File: config.mk
export PLATFORM = sky130hd
export DESIGN_NAME = ntsu_ram
export DESIGN_NICKNAME = d
export VERILOG_FILES = /design/src/rtl/core/ntsu_ram.sv
export SDC_FILE = /design/constraint.sdc
export NUM_CORES = 2
export LEC_CHECK = 0
export BUFFER_PORTS_ARGS = -buffer_cell sky130_fd_sc_hd__buf_4
export CORE_ASPECT_RATIO = 0.5
export CORE_MARGIN = 10
export CORE_UTILIZATION = 55
export DETAILED_ROUTE_END_ITERATION = 10
export GPL_ROUTABILITY_DRIVEN = 0
export MAX_ROUTING_LAYER = met4
export PLACE_DENSITY = 0.81
export SLEW_MARGIN = 20
export SYNTH_ARGS = -nofsm -noshare
export SYNTH_HDL_FRONTEND = slang
export SYNTH_SLANG_ARGS = --single-unit
File: constraint.sdc
create_clock -name clk -period 9.2 [get_ports clk]
set_input_delay 0.46 -clock clk [delete_from_list [all_inputs] [get_ports clk]]
set_output_delay 0.46 -clock clk [all_outputs]
set_load 0.02 [all_outputs]
File: src/rtl/core/ntsu_ram.sv
`default_nettype none

module ntsu_ram #(
  parameter int WIDTH = 32,
  parameter int DEPTH = 64
) (
  input  wire logic                     clk,
  input  wire logic                     wr_en,
  input  wire logic [$clog2(DEPTH)-1:0] wr_addr,
  input  wire logic [WIDTH-1:0]         wr_data,
  input  wire logic [$clog2(DEPTH)-1:0] rd_addr,
  output logic      [WIDTH-1:0]         rd_data
);

  logic [WIDTH-1:0] mem_r [DEPTH];
  logic [WIDTH-1:0] rd_data_r;

  always_ff @(posedge clk) begin
    if (wr_en) begin
      mem_r[wr_addr] <= wr_data;
    end
    rd_data_r <= mem_r[rd_addr];
  end

  assign rd_data = rd_data_r;

endmodule

`default_nettype wire

==> After elaboration in Yosys (flattened, before gate mapping) <==
Memory sizes are Yosys's and may differ from the RTL's. A register that Yosys moved wholly into a read port is not among the register bits.
Cells that the tools add are included.
{ "classes": {"mux": 2} }
{ "ops": {"columns": ["cell", "n"], "rows": [
  ["$mux 1", 2]
]} }
{ "totals": {"input_bits": 46, "n_memories": 1, "output_inout_bits": 32, "mem_bits_rw": 2048, "regBits": 0} }
{ "memory_table": {"columns": ["memory", "depth", "width", "read_ports", "rd_ports_with_merged_regs", "write_ports", "line", "source"], "rows": [
  ["mem_r", 64, 32, 1, 1, 1, "15", "logic [WIDTH-1:0] mem_r [DEPTH];"]
]} }

==> Logic depth before layout (Yosys ltp) <==
{ "logic_depth": {"word_depth": 2, "depth_mapped": 10, "ltp_nobuf": 5} }

==> Worst setup path before layout <==
Ideal clock, no wire load.
{ "synth_timing": {"path_type": "input-to-reg", "start": "input wr_addr[3]", "end": "memory mem_r[48][0], enable pin", "arrival_ns": 3.159, "slack_ns": 5.580, "required_time_ns": 8.739, "n_path_buf": 1, "cell_stages": 4, "cell_sequence": "clkbuf_1 > nor2b_1 > nand4b_1 > nor3_1"} }
{ "synth_rtl": {"columns": ["element", "line", "source"], "rows": [
  ["start, declared", "9", "input wire logic [$clog2(DEPTH)-1:0] wr_addr,"],
  ["end, declared", "15", null]
]} }
Straight into the memory's write port.

==> summary.md <==
| Metric | Value |
|---|---|
| Fmax | 0.254 GHz |
| Min-Delay Path Class | input pin to flop |
| Max incr delay on CP | between 900 and 1000 ps |
| Place WS | ~4800 ps |
| Die H | 287 um |
| Seq cells post-synth | 2,080 |
| Post-CTS setup buffer count | 0 |
| WL final | around 240,000 um |
| Critical path launch point type | input pin |
| Drt first pass iters | 9 |
| Vias in the first global route | ~41,000 |
| Hold buffer count at CTS | 0 |
| Clock skew | approximately 34 ps |
| Critical path class | input pin to flop |
| TNS Setup | 0 ps |
| P per Cell Area | 221 nW/um^2 |
| Post-synthesis instance total | between 3,000 and 4,000 |
| Routed vias | ~42,000 |
| Initial Util | between 50% and 60% |
| Pin count of the biggest net entering global routing | roughly 130 |
| Count of cell types in the netlist | 34 |
| Commonest non-fill, non-tap cell in the layout | edfxtp_1 |
| Post-Syn Area | roughly 79,000 um^2 |
| Htree depth | 4 |
| GR Util All Layers | around 29% |
| Core Box Area | between 100,000 and 150,000 um^2 |
| Final setup fails | 0 |
| Final worst slack | 5260 ps |
| NumNets Final | 3,527 |
| Avg Cell Area, Syn | around 24 um^2 |
| Share of cells above drive strength 1 | 28.3% |
| Yosys warnings | 0 |
| First-pass GRT wire length | 318,000 um |
| Mapped Nets | 3,370 |
| # DRC | 0 |
| Num rows | 97 |
| Clock buffer depth | 3 |
| CP cell instances | buf_8 > buf_4 > buf_4 > mux4_2 > mux2i_1 > nand2_1 > a31oi_1 > nor2_1 |
| Lkg Pwr | between 0.02 and 0.03 uW |
| Final Hold Viols | 0 |
| Ports | 78 |
| Overall die area | ~160,000 um^2 |
| Clk Latency, worst-skew pair | 830 ps |
| Worst path bufs/invs | 3 |
| Worst Path Required | ~9900 ps |
| Area contributors post-synth | edfxtp_1 78%, mux4_2 16%, mux2i_1 1.2%, dfxtp_1 0.82%, o22ai_1 0.67% |
| Most frequent cells in the layout | 2,048 x edfxtp_1, 544 x mux4_2, 182 x clkbuf_16 |
| PortBufs | 77 |
| Critical path capture point type | flop |
| Fill count | 8,403 |
| Worst EP arrival | 4590 ps |
| Routed len/inst | about 44 um |
| Outcome | finished, final reports clean |
| CP delay by family, top | buffers and inverters |
| Gr ovfl total | 0 |
| Num Clock Sinks | ~2,100 |
| Die X | between 500 and 600 um |
| Unrepaired setup endpoints after global routing | no |
| Worst-margin pin slew | between 1000 and 1500 ps |
| ANT nets after route | 0 |
| Initial DRC count | approximately 9,400 |
| CTS tree | yes |
| Vias per cell | roughly 7.6 |
| Headroom to the max-slew limit | ~17% |
| Final count of pins violating max slew | 0 |
| Max-cap violations | 0 |
| WHS | 244 ps |
| CP Max Fanout | 69 |
| Clk root buf | clkbuf_16 |
| Initial antenna violation count | 20 |
| Area Overhead vs Synth | 11.4% |
| Final worst-path cycle share | 42.8% |
| Seq/Total Area, Yosys | around four fifths |
| Peak VDD IR | approximately 0.00019 V |
| Synth top area share | around four fifths |
| Final Critical Period | 3940 ps |
| DP HPWL | roughly 110,000 um |
| Clk slew on worst S/H paths | around 70 ps |
| CTS Buf Count | 174 |
| Crit path top cell by count | buf_4 |
| CTS resizes | 0 |
| Crit path max-delay cell type | buf_4 |
| Largest area contributor in the netlist | edfxtp_1 |
-- cell families (layout without fill, tap and decap cells) --
kind of cell	Yosys count	after routing	share of synthesized area, %
flip-flops	2080	2080	79.1
multiplexers	637	637	16.8
AND/OR/NAND/NOR	223	223	1.27
AO/OA/AOI/OAI	202	202	1.67
buffers and inverters	182	484	1.13
other	0	24	0
-- Yosys cell counts --
| cell type | count |
|---|---|
| a21oi_1 | 62 |
| a22oi_1 | 12 |
| a311oi_1 | 8 |
| a31oi_1 | 1 |
| a41o_1 | 4 |
| and2_1 | 2 |
| and3_1 | 4 |
| buf_1 | 21 |
| buf_2 | 57 |
| buf_4 | 25 |
| buf_6 | 5 |
| clkbuf_1 | 74 |
| dfxtp_1 | 32 |
| edfxtp_1 | 2048 |
| mux2i_1 | 93 |
| mux4_2 | 544 |
| nand2_1 | 26 |
| nand2b_1 | 8 |
| nand3_1 | 5 |
| nand3b_1 | 5 |
| nand4_1 | 2 |
| nand4b_1 | 1 |
| nor2_1 | 137 |
| nor2b_1 | 15 |
| nor3_1 | 7 |
| o221ai_1 | 27 |
| o22ai_1 | 84 |
| o32ai_1 | 4 |
| or2_0 | 1 |
| or2_1 | 1 |
| or2_2 | 1 |
| or3_1 | 3 |
| or3b_1 | 2 |
| or3b_2 | 3 |
-- report_power, final --
part	internal (uW)	switching (uW)	total [uW]
Sequential	10500	57.3	10500
Clock	4080	3590	7670
Combinational	355	751	1110
-- worst paths after layout --
kind / start / slack (ps) / depth (start not counted) / endpoint
setup reg to reg: mem_r[15][0]$_DFFE_PP_ / 6530 / 5 / rd_data[0]$_DFF_P_
setup / recovery: rd_addr[2] / 5260 / 8 / rd_data[18]$_DFF_P_
hold reg to reg: mem_r[29][20]$_DFFE_PP_ / 830 / 4 / rd_data[20]$_DFF_P_
hold / removal: wr_data[17] / 240 / 1 / mem_r[9][17]$_DFFE_PP_
-- sequential cells by signal, indices dropped and copies added (netlist names) --
register	cells
mem_r	2048
rd_data	32
-- stage by stage --
step                power, uW  util (%)  area, um^2  std cells
global placement        11700      58.0       81800       5185
CTS                     19100      62.0       87400       5506
detailed placement      11700      58.0       81800       5185
finish                  19300      62.1       87500       5531
floorplan               11200         -       78500       3324
global route            19600      62.1       87500       5530
-- layout make-up --
| type | instances | area, um^2 | area share, % |
|---|---|---|---|
| multi-input combinational | 1062 | 16000 | 18.3 |
| tap | 1881 | 2350 | 2.69 |
| antenna | 24 | 60.1 | 0.0687 |
| clock inverter | 87 | 806 | 0.921 |
| timing repair buffer | 163 | 1330 | 1.52 |
| clock buffer | 234 | 4810 | 5.50 |
| sequential | 2080 | 62100 | 71.0 |
-- metal layers --
layer | GRT usage [%] | part of all wire [%] | vias up
met5 | - | 0 | -
met4 | 14.2 | 7.1 | 0
met3 | 10.0 | 18 | 1158
met2 | 42.7 | 45 | 5364
met1 | 36.6 | 30 | 20900
li1 | - | - | 14600
No activity file was read; power rests on OpenSTA's default activity.
